## config.mk

```make
export PLATFORM = sky130hd
export DESIGN_NAME = embedding_bag_aggregate_top
export DESIGN_NICKNAME = d
export VERILOG_FILES = /design/src/eba_pkg.sv /design/src/eba_ram.sv /design/src/eba_div.sv /design/src/eba_front.sv /design/src/eba_back.sv /design/src/embedding_bag_aggregate_top.sv
export VERILOG_INCLUDE_DIRS = /design/src /design/src/src
export SDC_FILE = /design/constraint.sdc
export NUM_CORES = 2
export LEC_CHECK = 0
export BUFFER_PORTS_ARGS = -buffer_cell sky130_fd_sc_hd__buf_2
export CAP_MARGIN = 30
export CORE_ASPECT_RATIO = 1.1
export CORE_UTILIZATION = 30
export CTS_BUF_LIST = sky130_fd_sc_hd__clkbuf_16
export CTS_CLUSTER_SIZE = 10
export DETAILED_ROUTE_END_ITERATION = 6
export PLACE_DENSITY = 0.42
export SYNTH_ARGS = -nofsm -noshare
export SYNTH_HDL_FRONTEND = slang
export SYNTH_SLANG_ARGS = --single-unit
```

## constraint.sdc

```tcl
create_clock -name clock -period 16.45 [get_ports clock]
set_clock_uncertainty 0.15 [all_clocks]
set_input_delay 0.8225 -clock clock [delete_from_list [all_inputs] [get_ports clock]]
set_output_delay 0.8225 -clock clock [all_outputs]
set_load 0.02 [all_outputs]
```

## src/embedding_bag_aggregate_top_defines.svh

```systemverilog
// ---------------------------------------------------------------------------
// embedding_bag_aggregate_top_defines: assertion macros
// short forms for the concurrent checks at the end of the top level
// ---------------------------------------------------------------------------
`ifndef EMBEDDING_BAG_AGGREGATE_TOP_DEFINES_SVH
`define EMBEDDING_BAG_AGGREGATE_TOP_DEFINES_SVH

// same-cycle implication, disabled while reset is high
`define EBA_ASSERT_IMPLY(label, clk, rst, ante, cons, msg) \
   label: assert property (@(posedge clk) disable iff (rst) (ante) |-> (cons)) \
      else $error(msg);

// next-cycle implication, disabled while reset is high
`define EBA_ASSERT_NEXT(label, clk, rst, ante, cons, msg) \
   label: assert property (@(posedge clk) disable iff (rst) (ante) |=> (cons)) \
      else $error(msg);

`endif

```

## src/eba_pkg.sv

```systemverilog
`timescale 1ns / 1ps
// ---------------------------------------------------------------------------
// eba_pkg: shared types and constants of the embedding bag aggregator
// payload structs, mode and register codes, widths
// ---------------------------------------------------------------------------
package eba_pkg;

   localparam int unsigned MAX_COLS_DEF    = 64;    // range 1 .. 64, set by the column field
   localparam int unsigned MAX_BAG_ROWS    = 65536;
   localparam int unsigned ROWS_W          = 17;
   localparam int unsigned COL_W           = 6;
   localparam int unsigned VAL_W           = 16;
   localparam int unsigned ACC_W           = 32;
   localparam int unsigned MODE_W          = 2;
   localparam int unsigned CFG_W           = 7;
   localparam int unsigned CSR_IDX_W       = 1;
   localparam int unsigned QUEUE_DEPTH     = 2;     // power of two
   localparam logic [CFG_W-1:0] ROW_WIDTH_RESET = 7'd64;

   localparam logic [MODE_W-1:0] MODE_SUM  = 2'd0;
   localparam logic [MODE_W-1:0] MODE_MEAN = 2'd1;
   localparam logic [MODE_W-1:0] MODE_MAX  = 2'd2;

   localparam logic [CSR_IDX_W-1:0] REG_POOL_MODE = 1'b0;
   localparam logic [CSR_IDX_W-1:0] REG_ROW_WIDTH = 1'b1;

   typedef struct packed {
      logic signed [VAL_W-1:0] elem_value;
      logic [COL_W-1:0]        elem_col;
      logic                    final_row;
   } req_type;

   typedef struct packed {
      logic signed [ACC_W-1:0] pooled_value;
      logic [COL_W-1:0]        pooled_col;
      logic                    bag_done;
      logic [ROWS_W-1:0]       bag_rows;
   } rsp_type;

   typedef struct packed {
      logic [MODE_W-1:0] pool_mode;
      logic [CFG_W-1:0]  row_width;
   } cfg_type;

   // classified element handed from front to back
   typedef struct packed {
      logic signed [VAL_W-1:0] value;
      logic [COL_W-1:0]        col;
      logic                    final_row;
      logic                    last_col;
   } work_type;

   typedef struct packed {
      logic idle;
      logic div_busy;
      logic bag_clear;
      logic rows_zero;
   } bk_status_type;

endpackage

```

## src/eba_ram.sv

```systemverilog
`timescale 1ns / 1ps
// ---------------------------------------------------------------------------
// eba_ram: generic single-write, single-read memory
// one write port, one read port with registered read data
// ---------------------------------------------------------------------------
module eba_ram #(
   parameter int unsigned WIDTH = eba_pkg::ACC_W,
   parameter int unsigned DEPTH = eba_pkg::MAX_COLS_DEF
) (
   input  logic                                      clock,
   input  logic                                      wr_en,
   input  logic [((DEPTH > 1) ? $clog2(DEPTH) : 1)-1:0] wr_addr,
   input  logic [WIDTH-1:0]                          wr_data,
   input  logic                                      rd_en,
   input  logic [((DEPTH > 1) ? $clog2(DEPTH) : 1)-1:0] rd_addr,
   output logic [WIDTH-1:0]                          rd_data
);

   logic [WIDTH-1:0] mem_ff [DEPTH];
   logic [WIDTH-1:0] rd_data_ff;

   always_ff @(posedge clock) begin
      if (wr_en) begin
         mem_ff[wr_addr] <= wr_data;
      end
      if (rd_en) begin
         rd_data_ff <= mem_ff[rd_addr];
      end
   end

   assign rd_data = rd_data_ff;

endmodule

```

## src/eba_div.sv

```systemverilog
`timescale 1ns / 1ps
// ---------------------------------------------------------------------------
// eba_div: iterative signed divider for the mean
// restoring division, one quotient bit per cycle, truncates toward zero
// ---------------------------------------------------------------------------
module eba_div (
   input  logic                               clock,
   input  logic                               reset,
   input  logic                               start,
   input  logic signed [eba_pkg::ACC_W-1:0]   dividend,
   input  logic [eba_pkg::ROWS_W-1:0]         divisor,
   output logic                               busy,
   output logic                               done,
   output logic signed [eba_pkg::ACC_W-1:0]   quotient
);
   import eba_pkg::*;

   localparam int unsigned STEP_W = $clog2(ACC_W);

   logic                busy_ff, done_ff, neg_ff;
   logic [STEP_W-1:0]   step_ff;
   logic [ROWS_W-1:0]   rem_ff, dvs_ff;
   logic [ACC_W-1:0]    quo_ff;
   logic [ACC_W-1:0]    dividend_mag;
   logic [ROWS_W:0]     trial, diff;
   logic                fits;

   assign dividend_mag = dividend[ACC_W-1] ? (~dividend + ACC_W'(1)) : dividend;
   assign trial        = {rem_ff, quo_ff[ACC_W-1]};
   assign diff         = trial - {1'b0, dvs_ff};
   assign fits         = trial >= {1'b0, dvs_ff};

   always_ff @(posedge clock) begin
      if (reset) begin
         busy_ff <= 1'b0;
         done_ff <= 1'b0;
      end else begin
         done_ff <= 1'b0;
         if (start) begin
            busy_ff <= 1'b1;
         end else if (busy_ff && (step_ff == '0)) begin
            busy_ff <= 1'b0;
            done_ff <= 1'b1;
         end
      end
   end

   always_ff @(posedge clock) begin
      if (start) begin
         quo_ff  <= dividend_mag;
         rem_ff  <= '0;
         dvs_ff  <= divisor;
         neg_ff  <= dividend[ACC_W-1];
         step_ff <= STEP_W'(ACC_W - 1);
      end else if (busy_ff) begin
         rem_ff  <= fits ? diff[ROWS_W-1:0] : trial[ROWS_W-1:0];
         quo_ff  <= {quo_ff[ACC_W-2:0], fits};
         step_ff <= step_ff - STEP_W'(1);
      end
   end

   assign busy     = busy_ff;
   assign done     = done_ff;
   assign quotient = neg_ff ? signed'(~quo_ff + ACC_W'(1)) : signed'(quo_ff);

endmodule

```

## src/eba_front.sv

```systemverilog
`timescale 1ns / 1ps
// ---------------------------------------------------------------------------
// eba_front: element intake and classification
// drops out-of-range columns, marks the last column, queues work for the back
// ---------------------------------------------------------------------------
module eba_front #(
   parameter int unsigned MAX_COLS = eba_pkg::MAX_COLS_DEF
) (
   input  logic              clock,
   input  logic              reset,
   input  logic              req_valid,
   output logic              req_ready,
   input  eba_pkg::req_type  req,
   input  eba_pkg::cfg_type  cfg,
   output logic              wk_valid,
   input  logic              wk_ready,
   output eba_pkg::work_type wk
);
   import eba_pkg::*;

   localparam int unsigned PTR_W = (QUEUE_DEPTH > 1) ? $clog2(QUEUE_DEPTH) : 1;
   localparam int unsigned CNT_W = $clog2(QUEUE_DEPTH + 1);

   work_type          slot_ff [QUEUE_DEPTH];
   logic [PTR_W-1:0]  wr_ptr_ff, rd_ptr_ff;
   logic [CNT_W-1:0]  count_ff;
   logic [CFG_W-1:0]  width_used;
   logic              in_range, push, pop;
   work_type          entry;

   // row width clamped to 1 .. MAX_COLS
   always_comb begin
      priority if (cfg.row_width == '0) begin
         width_used = CFG_W'(1);
      end else if (cfg.row_width > CFG_W'(MAX_COLS)) begin
         width_used = CFG_W'(MAX_COLS);
      end else begin
         width_used = cfg.row_width;
      end
   end

   assign in_range = {1'b0, req.elem_col} < width_used;

   always_comb begin
      entry.value     = req.elem_value;
      entry.col       = req.elem_col;
      entry.final_row = req.final_row;
      entry.last_col  = {1'b0, req.elem_col} == (width_used - CFG_W'(1));
   end

   assign req_ready = count_ff != CNT_W'(QUEUE_DEPTH);
   assign push      = req_valid && req_ready && in_range;
   assign pop       = wk_valid && wk_ready;
   assign wk_valid  = count_ff != '0;
   assign wk        = slot_ff[rd_ptr_ff];

   always_ff @(posedge clock) begin
      if (reset) begin
         wr_ptr_ff <= '0;
         rd_ptr_ff <= '0;
         count_ff  <= '0;
      end else begin
         if (push) begin
            wr_ptr_ff <= wr_ptr_ff + PTR_W'(1);
         end
         if (pop) begin
            rd_ptr_ff <= rd_ptr_ff + PTR_W'(1);
         end
         if (push && !pop) begin
            count_ff <= count_ff + CNT_W'(1);
         end else if (pop && !push) begin
            count_ff <= count_ff - CNT_W'(1);
         end
      end
   end

   always_ff @(posedge clock) begin
      if (push) begin
         slot_ff[wr_ptr_ff] <= entry;
      end
   end

endmodule

```

## src/eba_back.sv

```systemverilog
`timescale 1ns / 1ps
// ---------------------------------------------------------------------------
// eba_back: accumulation and result engine
// read-modify-write of the column accumulators, mean division, result register
// ---------------------------------------------------------------------------
module eba_back #(
   parameter int unsigned MAX_COLS = eba_pkg::MAX_COLS_DEF
) (
   input  logic                   clock,
   input  logic                   reset,
   input  logic                   wk_valid,
   output logic                   wk_ready,
   input  eba_pkg::work_type      wk,
   input  eba_pkg::cfg_type       cfg,
   output logic                   rsp_valid,
   input  logic                   rsp_ready,
   output eba_pkg::rsp_type       rsp,
   output eba_pkg::bk_status_type status
);
   import eba_pkg::*;

   localparam int unsigned AW = (MAX_COLS > 1) ? $clog2(MAX_COLS) : 1;

   typedef enum logic [3:0] {
      S_IDLE = 4'b0001,
      S_READ = 4'b0010,
      S_DIV  = 4'b0100,
      S_OUT  = 4'b1000
   } bk_state_type;

   bk_state_type            state_ff, state_in;
   work_type                item_ff;
   logic [ROWS_W-1:0]       rows_seen_ff, count_ff, count_in;
   logic [MAX_COLS-1:0]     valid_ff;
   logic signed [ACC_W-1:0] res_ff;
   logic                    rsp_valid_ff;
   rsp_type                 rsp_ff;

   logic [AW-1:0]           cur_addr;
   logic [ACC_W-1:0]        ram_rdata;
   logic signed [ACC_W-1:0] acc_old, val_ext, sat_sum, new_acc, div_quot;
   logic [ACC_W:0]          sum_wide;
   logic                    rows_zero, take_new, in_read, pop, div_start;
   logic                    div_busy, div_done, load_rsp, bag_clear, row_end;

   assign wk_ready  = state_ff == S_IDLE;
   assign pop       = wk_valid && wk_ready;
   assign in_read   = state_ff == S_READ;
   assign cur_addr  = item_ff.col[AW-1:0];
   assign rows_zero = rows_seen_ff == '0;

   eba_ram #(
      .WIDTH (ACC_W),
      .DEPTH (MAX_COLS)
   ) u_acc_ram (
      .clock   (clock),
      .wr_en   (in_read),
      .wr_addr (cur_addr),
      .wr_data (new_acc),
      .rd_en   (pop),
      .rd_addr (wk.col[AW-1:0]),
      .rd_data (ram_rdata)
   );

   // entries untouched since the last bag end read as zero
   assign acc_old  = valid_ff[cur_addr] ? signed'(ram_rdata) : '0;
   assign val_ext  = {{(ACC_W - VAL_W){item_ff.value[VAL_W-1]}}, item_ff.value};
   assign sum_wide = {acc_old[ACC_W-1], acc_old} + {val_ext[ACC_W-1], val_ext};
   assign take_new = rows_zero || (val_ext > acc_old);

   always_comb begin
      if (sum_wide[ACC_W] != sum_wide[ACC_W-1]) begin
         sat_sum = sum_wide[ACC_W] ? {1'b1, {(ACC_W - 1){1'b0}}}
                                   : {1'b0, {(ACC_W - 1){1'b1}}};
      end else begin
         sat_sum = sum_wide[ACC_W-1:0];
      end
   end

   always_comb begin
      unique case (cfg.pool_mode)
         MODE_SUM, MODE_MEAN: new_acc = sat_sum;
         MODE_MAX:            new_acc = take_new ? val_ext : acc_old;
         default:             new_acc = sat_sum;
      endcase
   end

   assign count_in  = rows_seen_ff + ROWS_W'(1);
   assign row_end   = in_read && !item_ff.final_row && item_ff.last_col
                      && (rows_seen_ff < ROWS_W'(MAX_BAG_ROWS - 1));
   assign div_start = in_read && item_ff.final_row && (cfg.pool_mode == MODE_MEAN);
   assign load_rsp  = (state_ff == S_OUT) && (!rsp_valid_ff || rsp_ready);
   assign bag_clear = load_rsp && item_ff.last_col;

   eba_div u_div (
      .clock    (clock),
      .reset    (reset),
      .start    (div_start),
      .dividend (new_acc),
      .divisor  (count_in),
      .busy     (div_busy),
      .done     (div_done),
      .quotient (div_quot)
   );

   always_comb begin
      state_in = state_ff;
      unique case (state_ff)
         S_IDLE: begin
            if (wk_valid) state_in = S_READ;
         end
         S_READ: begin
            if (!item_ff.final_row) begin
               state_in = S_IDLE;
            end else if (cfg.pool_mode == MODE_MEAN) begin
               state_in = S_DIV;
            end else begin
               state_in = S_OUT;
            end
         end
         S_DIV: begin
            if (div_done) state_in = S_OUT;
         end
         S_OUT: begin
            if (load_rsp) state_in = S_IDLE;
         end
         default: state_in = S_IDLE;
      endcase
   end

   always_ff @(posedge clock) begin
      if (reset) begin
         state_ff     <= S_IDLE;
         rows_seen_ff <= '0;
         valid_ff     <= '0;
         rsp_valid_ff <= 1'b0;
      end else begin
         state_ff <= state_in;
         if (bag_clear) begin
            valid_ff     <= '0;
            rows_seen_ff <= '0;
         end else begin
            if (in_read) valid_ff[cur_addr] <= 1'b1;
            if (row_end) rows_seen_ff <= count_in;
         end
         if (load_rsp) begin
            rsp_valid_ff <= 1'b1;
         end else if (rsp_ready) begin
            rsp_valid_ff <= 1'b0;
         end
      end
   end

   always_ff @(posedge clock) begin
      if (pop) begin
         item_ff <= wk;
      end
      if (in_read) begin
         count_ff <= count_in;
         res_ff   <= new_acc;
      end else if ((state_ff == S_DIV) && div_done) begin
         res_ff <= div_quot;
      end
      if (load_rsp) begin
         rsp_ff.pooled_value <= res_ff;
         rsp_ff.pooled_col   <= item_ff.col;
         rsp_ff.bag_done     <= item_ff.last_col;
         rsp_ff.bag_rows     <= count_ff;
      end
   end

   assign rsp_valid = rsp_valid_ff;
   assign rsp       = rsp_ff;

   always_comb begin
      status.idle      = state_ff == S_IDLE;
      status.div_busy  = div_busy;
      status.bag_clear = bag_clear;
      status.rows_zero = rows_zero;
   end

endmodule

```

## src/embedding_bag_aggregate_top.sv

```systemverilog
// path: a final-row element in sum or max mode goes through the read and output states and the
//   response register to rsp; in mean mode the bit-serial divider state lies between read and output
// occupancy: the accumulator engine takes a new element only once the last one is through and it
//   is back in idle; out-of-range columns are dropped on intake
// reset: synchronous active high; clears queue, state, row count and accumulator valid bits
`timescale 1ns / 1ps
// ---------------------------------------------------------------------------
// embedding_bag_aggregate_top: column-wise pooling of embedding rows into bags
// sum, mean or max per column over the rows of a bag, one result per final-row element
// ---------------------------------------------------------------------------
`include "embedding_bag_aggregate_top_defines.svh"

module embedding_bag_aggregate_top #(
   parameter int unsigned MAX_COLS = eba_pkg::MAX_COLS_DEF
) (
   input  logic                              clock,
   input  logic                              reset,
   // element input channel
   input  logic                              req_valid,
   output logic                              req_ready,
   input  eba_pkg::req_type                  req,
   // pooled result channel
   output logic                              rsp_valid,
   input  logic                              rsp_ready,
   output eba_pkg::rsp_type                  rsp,
   // register write port
   input  logic                              csr_wr_en,
   input  logic [eba_pkg::CSR_IDX_W-1:0]     csr_index,
   input  logic [eba_pkg::CFG_W-1:0]         csr_wdata
);
   import eba_pkg::*;

   // configuration registers; to be written only while no bag is in flight, which the block does not enforce
   logic [MODE_W-1:0] pool_mode_ff;
   logic [CFG_W-1:0]  row_width_ff;
   cfg_type           cfg;

   // front to back work queue transfer
   logic              wk_valid, wk_ready;
   work_type          wk;
   bk_status_type     bk_status;

   always_ff @(posedge clock) begin
      if (reset) begin
         pool_mode_ff <= MODE_SUM;
         row_width_ff <= ROW_WIDTH_RESET;
      end else if (csr_wr_en) begin
         unique case (csr_index)
            REG_POOL_MODE: pool_mode_ff <= csr_wdata[MODE_W-1:0];
            REG_ROW_WIDTH: row_width_ff <= csr_wdata;
         endcase
      end
   end

   always_comb begin
      cfg.pool_mode = pool_mode_ff;
      cfg.row_width = row_width_ff;
   end

   // intake: clamps the row width, classifies each element, queues it
   eba_front #(
      .MAX_COLS (MAX_COLS)
   ) u_front (
      .clock     (clock),
      .reset     (reset),
      .req_valid (req_valid),
      .req_ready (req_ready),
      .req       (req),
      .cfg       (cfg),
      .wk_valid  (wk_valid),
      .wk_ready  (wk_ready),
      .wk        (wk)
   );

   // engine: accumulator memory read-modify-write, mean divide, result register
   eba_back #(
      .MAX_COLS (MAX_COLS)
   ) u_back (
      .clock     (clock),
      .reset     (reset),
      .wk_valid  (wk_valid),
      .wk_ready  (wk_ready),
      .wk        (wk),
      .cfg       (cfg),
      .rsp_valid (rsp_valid),
      .rsp_ready (rsp_ready),
      .rsp       (rsp),
      .status    (bk_status)
   );

   // a pooled result always covers at least the final row
   `EBA_ASSERT_IMPLY(a_rows_nonzero, clock, reset, rsp_valid, rsp.bag_rows != '0,
                     "bag_rows is zero on a valid result")

   // the end of a bag leaves the row count cleared for the next bag
   `EBA_ASSERT_NEXT(a_bag_clear_rows, clock, reset, bk_status.bag_clear, bk_status.rows_zero,
                    "row count not cleared after bag end")

   // the divider only runs while the engine is occupied with a mean result
   `EBA_ASSERT_IMPLY(a_div_owned, clock, reset, bk_status.div_busy, !bk_status.idle,
                     "divider busy while engine idle")

endmodule
```

# After elaboration in Yosys (flattened, before gate mapping)
# Memory sizes are Yosys's and may differ from the RTL's. A register that Yosys moved wholly into a read port is not among the register bits.
# Cells that the tools add are included.
[totals]
ram_bits = 2096
latchBits = 0
mem_count = 2
regBits = 302
elab_cells = 134
rom_bits = 0
output_inout_bits = 58
input_bits = 36
[mem_list]
columns = ["name", "words", "word_bits", "rd", "rd_clocked_by_memory_dff", "write_ports", "line_no", "text"]
rows = [
  ["u_back.u_acc_ram.mem_ff", 64, 32, 1, 1, 1, "eba_ram.sv:19", "logic [WIDTH-1:0] mem_ff [DEPTH];"],
  ["u_front.slot_ff", 2, 24, 1, 1, 1, "eba_front.sv:24", "work_type slot_ff [QUEUE_DEPTH];"],
]
[op_classes]
n_bitwise = 4
n_addsub = 11
n_shift = 0
n_lt_le_gt_ge = 7
n_div = 0
n_eq_ne = 12
reduce_logical = 35
n_mux = 37
multipliers = 0
[ops]
columns = ["operator", "n"]
rows = [
  ["$mux W32", 11],
  ["$not A32 Y32", 2],
  ["$or A64 B64 Y64", 1],
  ["$add A32 B16 Y33", 1],
  ["$add A32 B1 Y32 const B", 1],
  ["$add A32 B2 Y32 const B", 1],
  ["$gt A16 B32 Y1", 1],
  ["$mux W4", 5],
  ["$ge A18 B17 Y1", 1],
  ["$add A17 B1 Y17 const B", 1],
  ["$logic_not A17 Y1", 1],
  ["$lt A17 B16 Y1 const B", 1],
  ["$mux W17", 1],
  ["$sub A17 B17 Y17", 1],
  ["$pmux W4 S4", 1],
  ["$logic_and A1 B1 Y1", 15],
  ["$mux W7", 2],
  ["$mux W1", 13],
  ["$reduce_bool A2 Y1", 6],
  ["$eq A6 B7 Y1", 1],
  ["$gt A7 B7 Y1 const B", 1],
  ["$logic_not A7 Y1", 1],
  ["$lt A6 B7 Y1", 1],
  ["$lt A6 B7 Y1 const B", 1],
  ["25 further kinds", 35],
]

# Logic depth before layout (Yosys ltp)
[logic_depth]
ltp_word = 11
ltp_mapped = 37
ltp_nobuf = 28

# Hierarchy
# A second synthesis with hierarchy kept.
[unflattened]
hier_cells = 5347
area_unflattened_um2 = 98806.0
[modules_own_cells]
columns = ["mod", "cells_each", "seq_area_each_um2", "area_each_um2", "instances"]
rows = [
  ["eba_ram", 3324, 62459.9, 78835.6, 1],
  ["eba_back", 1269, 5595.4, 12174.2, 1],
  ["eba_div", 565, 1981.9, 5097.4, 1],
  ["eba_front", 150, 1541.5, 2302.2, 1],
  ["embedding_bag_aggregate_top", 39, 180.2, 396.6, 1],
]

# Worst setup path after synthesis
# Ideal clock, no wire load.
[synth_path]
kind = "register to register"
from = "reg u_back.item_ff, in the netlist u_back.cur_addr[2]"
to = "mem u_back.u_acc_ram.mem_ff[0][13] in the netlist's numbering (data pin)"
synth_period_minus_slack_ns = 10.264
required_time_ns = 15.353
path_buffers = 8
arrival_time_ns = 9.167
setup_slack_ns = 6.186
path_stages_with_launch = 26
setup_ns = 0.947
path_cell_list = "edfxtp_1 -> clkbuf_1 -> buf_2 -> mux4_2 -> a32oi_1 -> o2111a_1 -> o221ai_1 -> or3_1 -> clkbuf_1 -> clkbuf_1 -> clkbuf_1 -> clkbuf_1 -> and2_1 -> ha_1 -> inv_1 -> fa_1 -> o21bai_1 -> a2111oi_0 -> nor2_1 -> o211ai_2 -> a211o_1 -> a211oi_2 -> or2_1 -> buf_2 -> buf_4 -> o41ai_1"
[synth_via]
elab_chain_cells = 7
elab_cells_between_ends = 11
cone_classes = "1 x add/sub; 1 x order compare; 1 x eq/ne; 7 x mux; 1 x reduce/logical"
[synth_rtl]
columns = ["item", "line_no", "text"]
rows = [
  ["start, declared", "eba_back.sv:32", "work_type item_ff;"],
  ["start signal, assigned", "eba_back.sv:156", "item_ff <= wk;"],
  ["$bmux W1 S6 *", "eba_back.sv:66", "assign acc_old = valid_ff[cur_addr] ? signed'(ram_rdata) : '0;"],
  ["$mux W1 (not written as such) *", "eba_back.sv:66", ""],
  ["$mux W32 *", "eba_back.sv:66", ""],
  ["$add A32 B16 Y33 or $gt A16 B32 Y1 (tied branches)", "eba_back.sv:68, eba_back.sv:69", ""],
  ["$mux W32, or another cell as far along", "eba_back.sv:73", "sat_sum = sum_wide[ACC_W] ? {1'b1, {(ACC_W - 1){1'b0}}}"],
  ["$mux W32, on equally long branches", "eba_back.sv:72, eba_back.sv:83", ""],
  ["$mux W32 *", "eba_back.sv:81", "unique case (cfg.pool_mode)"],
  ["named net u_back.new_acc[13]", "eba_back.sv:41", "logic signed [ACC_W-1:0] acc_old, val_ext, sat_sum, new_acc, div_quot;"],
  ["end, declared", "eba_ram.sv:19", ""],
]
# The timed path passes the listed nets; every way through them passes the cells marked *. The select of a mux whose other input is x is not followed.

# Worst setup path in the final report
[layout_path]
from = "reg u_back.item_ff, in the netlist u_back.cur_addr[1]"
to = "reg u_back.u_div.quo_ff[14] (data pin)"
[layout_via]
elab_chain_cells = 11
elab_cells_between_ends = 15
cone_classes = "2 x add/sub; 1 x order compare; 1 x eq/ne; 9 x mux; 1 x bitwise; 1 x reduce/logical"
[layout_rtl]
columns = ["item", "line_no", "text"]
rows = [
  ["$bmux W1 S6 *", "eba_back.sv:66", ""],
  ["$mux W1 (not written as such) *", "eba_back.sv:66", ""],
  ["$mux W32 *", "eba_back.sv:66", ""],
  ["$add A32 B16 Y33 or $gt A16 B32 Y1 (tied branches)", "eba_back.sv:68, eba_back.sv:69", ""],
  ["$mux W32, or another cell as far along", "eba_back.sv:73", ""],
  ["$mux W32, on equally long branches", "eba_back.sv:72, eba_back.sv:83", ""],
  ["$mux W32 *", "eba_back.sv:81", ""],
  ["$not A32 Y32", "eba_div.sv:28", "assign dividend_mag = dividend[ACC_W-1] ? (~dividend + ACC_W'(1)) : dividend;"],
  ["$add A32 B2 Y32", "eba_div.sv:28", ""],
  ["$mux W32 *", "eba_div.sv:28", ""],
  ["$mux W32 *", "eba_div.sv:49", "if (start) begin"],
  ["end signal, assigned", "eba_div.sv:50", "quo_ff <= dividend_mag;"],
  ["end signal, assigned", "eba_div.sv:57", "quo_ff <= {quo_ff[ACC_W-2:0], fits};"],
  ["end, declared", "eba_div.sv:23", "logic [ACC_W-1:0] quo_ff;"],
]
# Mark *: on every way between the ends. The rest lies on a longest branch, timed or not. The select of a mux whose other input is x is not followed.
# A chain may end at the register's enable or synchronous reset.

==> metrics.md <==
| Metric | Value |
|---|---|
| Outcome | finished clean |
| Cell Area, Placed | 0.109 sq mm |
| Mapped Area | 0.101 sq mm |
| Worst slew margin | between 20% and 30% |
| Setup slack after layout | 6.76 ns |
| HPWL Detailed | ~190 mm |
| Clk Latency, worst-skew pair | between 0.9 and 1 ns |
| RSZ-0062 raised after global routing | no |
| Endpoint type of the worst setup path | flop |
| Worst r2r dst | u_back.u_div.quo_ff[14]$_DFFE_PP_ |
| Worst setup SP type | flop |
| Initial antenna violation count | 22 |
| CORE AREA | 0.336 sq mm |
| Sink Count | 2431 |
| Drt wl/cell | 26.8 microns |
| DRC viols | 0 |
| Maximum VDD drop | 0.213 mV |
| Setup TNS | 0 ns |
| Final Hold Viols | 0 |
| Most common cell in the netlist | edfxtp_1 |
| Top cells by area, synth | edfxtp_1 (68%), nand2_1 (8.3%), nand3_1 (5.3%), a311oi_1 (3.1%), dfxtp_1 (2.4%) |
| Die area | 0.341 sq mm |
| Worst hold-check path type | input pin to flop |
| Total number of vias | 67900 |
| Reg-to-reg startpoint | u_back.cur_addr[1]$_DFFE_PP_ |
| Overflow after GRT | 0 |
| Min cycle time layout | roughly 9.7 ns |
| Design area | 0.117 sq mm |
| Post-synth top cells | edfxtp_1 (2307), nand2_1 (2241), nand3_1 (1074), clkbuf_1 (490), a311oi_1 (356) |
| Die X | approximately 560 microns |
| Syn_area_per_cell | 12.2 sq um |
| Slew @ Worst Pin | around 1.1 ns |
| Leakage | 40.2 nW |
| Die H | between 600 and 700 microns |
| Initial Util | 30.2% |
| Synth area leader | edfxtp_1 |
| Share of cells above drive strength 1 | 10.2% |
| Max-slew violations | 0 |
| Final worst path period share | 58.9% |
| Post-synth EDFFs | 2307 |
| Critical path peak fanout | 39 |
| # nets final | 8608 |
| Area growth, synth to finish | 15.5% |
| Via/cell ratio | 5.17 |
| Core Rows | 223 |
| Crit Path Category | flop to flop |
| Synthesized net count | approximately 8500 |
| Layout filler cell count | roughly 33000 |
| PostCTS Resize Cnt | 0 |
| CTS H-tree depth | 5 |
| CP Launch Point | u_back.cur_addr[1]$_DFFE_PP_ |
| CP Capture Point | u_back.u_div.quo_ff[14]$_DFFE_PP_ |
| Ys async rst share | 0% |
| Peak per-stage delay on the critical path | a little over 0.8 ns |
| Synth Register Bits | 2431 |
| Main flop type after synthesis | edfxtp_1 |
| Overall Global Routing Usage | 20.2% |
| Fmax | 0.103 GHz |
| Req. time, crit path | 16.91 ns |
| Pre-antenna DRT Iters | 6 |
| Yosys warning count | 0 |
| Routed Antenna Nets | 0 |
| TritonCTS clock tree | built |
| Final WL | about 350 mm |
| R2r worst-path depth | 28 |
| Netlist cell types | 90 |
| Worst EP arrival | 10.15 ns |
| Final Core Density | 34.9% |
| Pwr per Cell Area | 187 mW/mm^2 |
| Vias in the first global route | 65600 |
| DR iter-0 viols | 6122 |
| Number of max-cap violations | 0 |
| Syn Inst Count | around 8300 |
| Routability Congestion | 0.834 |
| Io pins | 94 |
| Register area share after synthesis | 70.7% |
| CTS Buf Count | 291 |
| Buffers on Ports | 93 |
| Global-route wire length before repair | ~500 mm |
| Crit path max-delay cell type | a2111oi_0 |
| Final count of negative-setup-slack endpoints | 0 |
| Max Buffers Root-to-Sink | 4 |
| Post-CTS setup buffers | 0 |
| Clock transition at path regs | about 0.060 ns |
| R2r setup slk | around 6.8 ns |
| Share of the synthesized area in the top cell type | 68.3% |
| Largest net degree at the start of global routing | 143 |
| DP Worst Slack | about 6.9 ns |
| Root Buffer | clkbuf_16 |
-- where the power goes --
| part | internal (mW) | switching, mW | leakage (nW) | total [mW] |
|---|---|---|---|---|
| Clock | 3.27 | 2.49 | 4.30 | 5.76 |
| Sequential | 8.64 | 0.168 | 21.8 | 8.81 |
| Combinational | 1.66 | 5.65 | 14.2 | 7.30 |
-- worst min path at each step --
stage                                             from                               to  slack, ns  depth (start not counted)
after floorplan           u_back.count_ff[0]$_DFFE_PP_          u_back.rsp[0]$_DFFE_PP_       0.25                          0
after global placement     u_back.res_ff[21]$_DFFE_PP_         u_back.rsp[45]$_DFFE_PP_       0.26                          0
after detailed placement   u_back.res_ff[16]$_DFFE_PP_         u_back.rsp[40]$_DFFE_PP_       0.26                          0
after CTS                                       req[4]  u_front.slot_ff[1][5]$_DFFE_PP_      0.006                          1
after global routing                            req[4]  u_front.slot_ff[1][5]$_DFFE_PP_       0.04                          1
final                                           req[4]  u_front.slot_ff[1][5]$_DFFE_PP_       0.08                          1
-- worst max-delay path, delay by kind of cell (launching register included) --
family	cells	cell delay [ns]
flops	1	0.74
buf+inv	3	0.72
fa+ha+maj	3	0.70
mux	2	0.81
xor+xnor	1	0.19
simple gates	7	2.50
compound gates	12	3.49
-- flip-flops by register name, summed over array words and instances, names as in the netlist, 5 cells and up, named ones only --
name and flops:
u_back.u_acc_ram.mem_ff 2048, u_back.valid_ff 64, u_back.rsp 56, u_front.slot_ff 48
u_back.res_ff 32, u_back.u_acc_ram.rd_data 32, u_back.u_div.quo_ff 32, u_back.item_ff 18
u_back.count_ff 17, u_back.rows_seen_ff 17, u_back.u_div.dvs_ff 17, u_back.u_div.rem_ff 17
row_width_ff 7, u_back.cur_addr 6, u_back.u_div.step_ff 5
-- cells by family after synthesis --
kind of cell | after synthesis | synth area share [%]
muxes | 64 | 0.772
DFF | 2431 | 70.7
adders and majority gates | 96 | 1.20
AOI/OAI and AO/OA | 931 | 6.66
buffers and inverters | 669 | 2.50
and+or+nand+nor | 4010 | 17.1
xor gates and xnor gates | 127 | 1.10
-- placed cells by master (no fill, tap or decap), types with 94 or more instances in the layout --
cell,count
a311oi_1,349
dfxtp_1,123
inv_1,189
ha_1,94
and3_1,141
nand3_1,1074
clkbuf_16,300
a21oi_1,161
buf_2,100
nor2_1,267
edfxtp_1,2307
buf_4,237
nand2_1,2241
o21ai_0,133
-- cell type report --
cell class                      count  area (sq um)  area share, %
Multi-Input combinational cell   5228         28000           23.9
Clock inverter                    119           673          0.574
Antenna cell                       16          40.0         0.0342
Timing Repair Buffer              395          3130           2.67
Clock buffer                      300          7510           6.40
Inverter                          129           504          0.430
Tap cell                         4500          5630           4.80
Sequential cell                  2431         71800           61.2
-- per-stage QoR --
stage	total power [mW]	hold WS [ns]	instances
2_1_floorplan	12.6	0.250	8328
4_1_cts	22.1	0.00575	13100
6_report	21.9	0.0776	13100
3_3_place_gp	16.1	0.256	12600
5_1_grt	22.8	0.0385	13100
3_5_place_dp	16.3	0.255	12600
-- routing by layer --
metal  part of all wire, %  track usage (%)
met5                     0                0
met4                   3.1             6.22
met3                   4.8             2.56
met2                    49             34.6
met1                    43             26.5
-- what timing repair did --
item | 4_1_cts | 5_1_grt
setup endpoints to repair | 0 | 0
hold endpoints to repair | 48 | 0
hold buffers | 26 | 0
(Power assumes the default switching activity.)
